[config.mk]
export PLATFORM = sky130hd
export DESIGN_NAME = mms_ram
export DESIGN_NICKNAME = d
export VERILOG_FILES = /design/src/rtl/matrix_multiply_stream_core_defines.svh /design/src/rtl/mms_ram.sv
export SDC_FILE = /design/constraint.sdc
export NUM_CORES = 2
export LEC_CHECK = 0
export BUFFER_PORTS_ARGS = -buffer_cell sky130_fd_sc_hd__buf_2
export CORE_MARGIN = 2
export CORE_UTILIZATION = 45
export DETAILED_ROUTE_END_ITERATION = 10
export PLACE_DENSITY = 0.73
export SYNTH_ARGS = -nofsm -noshare
export SYNTH_HDL_FRONTEND = slang
export SYNTH_SLANG_ARGS = --single-unit
[constraint.sdc]
create_clock -name clk_i -period 2.6 [get_ports clk_i]
set_input_delay 0.39 -clock clk_i [delete_from_list [all_inputs] [get_ports clk_i]]
set_output_delay 0.39 -clock clk_i [all_outputs]
set_load 0.02 [all_outputs]
[src/rtl/matrix_multiply_stream_core_defines.svh]
// Assertion macros shared by the matrix multiply stream RTL.
`ifndef MATRIX_MULTIPLY_STREAM_CORE_DEFINES_SVH
`define MATRIX_MULTIPLY_STREAM_CORE_DEFINES_SVH

`ifndef SYNTHESIS
// Same-cycle implication, checked outside reset.
`define MMS_ASSERT_IMP(name, clk, rst_n, pre, post) \
  name: assert property (@(posedge clk) disable iff (!rst_n) (pre) |-> (post)) \
    else $error("mms: same-cycle check failed");
// Next-cycle implication, checked outside reset.
`define MMS_ASSERT_NEXT(name, clk, rst_n, pre, post) \
  name: assert property (@(posedge clk) disable iff (!rst_n) (pre) |=> (post)) \
    else $error("mms: next-cycle check failed");
`else
`define MMS_ASSERT_IMP(name, clk, rst_n, pre, post)
`define MMS_ASSERT_NEXT(name, clk, rst_n, pre, post)
`endif

`endif

[src/rtl/mms_ram.sv]
// Generic single-write, single-read RAM with registered read data.
`timescale 1ns / 1ps

module mms_ram #(
  parameter int WIDTH = 16,
  parameter int DEPTH = 256,
  localparam int AW = (DEPTH > 1) ? $clog2(DEPTH) : 1
) (
  input  logic             clk_i,
  input  logic             we_i,
  input  logic [AW-1:0]    waddr_i,
  input  logic [WIDTH-1:0] wdata_i,
  input  logic             re_i,
  input  logic [AW-1:0]    raddr_i,
  output logic [WIDTH-1:0] rdata_o
);

  logic [WIDTH-1:0] mem_q [DEPTH];
  logic [WIDTH-1:0] rdata_q;

  // Write port and registered read port.
  always_ff @(posedge clk_i) begin
    if (we_i) begin
      mem_q[waddr_i] <= wdata_i;
    end
    if (re_i) begin
      rdata_q <= mem_q[raddr_i];
    end
  end

  assign rdata_o = rdata_q;

endmodule

==> impl_results.md <==
* Critical path capture point type: flop
* Yosys reg bits at 4112
* Vias at 82700
* Yosys cell types at 51
* Commonest non-fill, non-tap cell in the layout: edfxtp_1
* Vias in the first global route at 82100
* Primary FF master, synth: edfxtp_1
* HPWL after DPL at 266000 microns
* Post-route ant nets at 0
* Core Util, Final at 53.0%
* Min setup slack post-route at -0.153 ns
* Final Hold Viols at 0
* Layout cells sized above 1 at 30.1%
* GRT Total Usage at 23.4%
* Placer Congestion at 0.930
* Root buf cell: clkbuf_16
* DRT Wirelength at 423000 microns
* Largest net degree at the start of global routing at 93
* Max-Cap Viols at 0
* Async set-reset flop share out of synthesis at 0%
* Initial antenna violation count at 22
* M3 GR Usage at 4.68%
* Clock latency on the worst-skew pair at 0.92 ns
* Setup TNS at -0.266 ns
* Grt met1 use at 31.2%
* H-tree levels at 5
* Slew @ Worst Pin at 1.00 ns
* Longest Clk Path Bufs at 4
* Nets@finish at 8473
* Worst Clk Skew at 0.0438 ns
* Core box area at 352000 sq um
* Count of final setup violators at 4
* Seq/Total Area, Yosys at 77.7%
* Worst hold path type: primary input to flop
* Avg WL per Cell at 31.4 microns
* DRC at 0
* Met2 Use GR at 37.2%
* Max rail drop VDD at 0.000696 V
* Initial drt markers at 12000
* Startpoint Class: flop
* Die Wd at 598 microns
* Critical Path RT at 3.23 ns
* Max Fclk at 363 MHz
* CTS tree: yes
* Die Y at 598 microns
* WP data arrival at 3.38 ns
* Routed vias/inst at 6.13
* RSZ-0062 raised after global routing: true
* Cells after synthesis at 7360
* IO Port Bufs at 50
* Final Cycle Share at 106%
* FF-to-FF setup slack at -0.15 ns
* Crit path time final at 2.75 ns
* Most frequent cells in the layout: edfxtp_1, buf_4, mux4_2, mux2i_1, clkbuf_16
* Syn_nets at 7395
* Final Max Slew Viols at 0
* Iteration count of the initial detailed-routing pass at 8
* Avg Inst Size Synth at 21.6 sq um
* Number of cell rows at 218
* I/O Pins at 51
* Synth-to-Final Area Change at 17.4%
* Failing checks: negative setup slack
* Number of synthesized flops with an enable pin at 4112
* Pwr dens at 738 nW/um^2
* Mapped cell area at 159000 sq um
* Initial Utilization at 45.1%
* Clock transition at path regs at 0.06 ns
* Busiest grt layer: met2
* Yosys warnings at 0
* Overflow left after global routing at 0
* Crit-path max FO at 1
* Die ar. at 358000 sq um
* CTS Buf Count at 394
* First-pass GRT wire length at 601000 microns
* Filler instances at 26000
* CP Class: flop to flop
* Static Leakage at 0.0604 uW
* Clk sinks at 4112
* Slew headroom at 33.0%
* Status: complete, but fails checks
registers in the layout, indices dropped and copies added, names as in the netlist:
signal,count
mem_q,4096
rdata_o,16
cell type report:
type                    instances  area (sq um)  area share [%]
well taps                    4730          5920            3.17
clock inverters               225          2240            1.20
multi-input cells            2792         33200            17.8
flip-flops and latches       4112        123000            66.2
clock buffers                 473         10300            5.54
diodes                         12          30.0          0.0161
repair buffers               1134         11300            6.07
inverters                       4          27.5          0.0148
synth_stat cells (5+ instances only):
library cell	number	share of area, %
o32ai_1	20	0.11
o21ai_0	37	0.12
a221oi_1	28	0.15
nor3_1	92	0.29
o22ai_1	148	0.58
mux2_2	88	0.62
buf_2	76	0.24
buf_4	26	0.12
a2111oi_0	6	0.033
edfxtp_1	4112	78
buf_1	27	0.064
nand3_1	35	0.11
and3_1	11	0.043
clkbuf_1	230	0.54
o221ai_1	252	1.4
buf_6	77	0.55
buf_12	5	0.063
a22o_1	32	0.18
a31oi_1	6	0.024
o31ai_1	16	0.076
a22oi_1	43	0.20
buf_8	11	0.10
mux2i_1	565	3.6
nor2b_1	9	0.035
nor2_1	304	0.72
nand4_1	26	0.10
a211oi_1	18	0.085
nand2_1	38	0.090
a21oi_1	175	0.55
mux4_2	797	11
nor4_1	17	0.067
per-layer routing:
layer / part of all wire (%) / up-vias
li1: - / 33500
met1: 36 / 43300
met3: 11 / 881
met4: 5.2 / 4
met2: 48 / 5028
met5: 0.0064 / -
worst max-delay path, stage by stage (launching register included):
cell and delay (ns):
edfxtp_1 0.38, mux4_2 0.48, mux4_2 0.55, a22o_4 0.31
o32ai_4 0.53, buf_6 0.18, nor4_4 0.03
power by group:
| part | switching [uW] | internal [uW] | leakage (uW) |
|---|---|---|---|
| Clock | 24200 | 32300 | 0.00614 |
| Sequential | 117 | 73100 | 0.0370 |
| Combinational | 4820 | 3100 | 0.0172 |
stage by stage:
step / instances / hold WS [ns] / setup WS [ns] / total power [uW] / instance area (sq um)
finish: 13500 / 0.0268 / -0.153 / 138000 / 187000
global route: 13500 / 0.0200 / -0.157 / 141000 / 187000
floorplan: 7360 / 0.489 / -0.0191 / 78200 / 159000
global placement: 12800 / 0.774 / -1.45 / 82100 / 173000
detailed placement: 12800 / 0.776 / -1.45 / 82300 / 173000
CTS: 13500 / 0.0193 / -0.215 / 138000 / 186000
kinds of logic (layout without fill, tap and decap cells):
kind of cell	Yosys count	in the layout	share of synthesized area, %
flops	4112	4112	77.7
mux	1450	1450	15.5
compound gates	786	786	3.53
simple gates	556	556	1.57
buf+inv	456	1836	1.69
other cells	0	12	0
final timing paths:
kind                  from           end  depth (start not counted)
min reg2reg  mem_q[210][3]    rdata_o[3]                          6
max           mem_q[30][7]    rdata_o[7]                          6
max reg2reg   mem_q[30][7]    rdata_o[7]                          6
min             wdata_i[0]  mem_q[80][0]                          1
timing repair:
action | in CTS | in global routing
pin swaps | 5 | 9
hold endpoints to repair | 442 | 0
cloned | 0 | 0
resized for setup | 34 | 37
hold buffers | 15 | 0
setup endpoints to repair | 12 | 15
buffers inserted | 0 | 0
No activity file was read; power rests on OpenSTA's default activity.
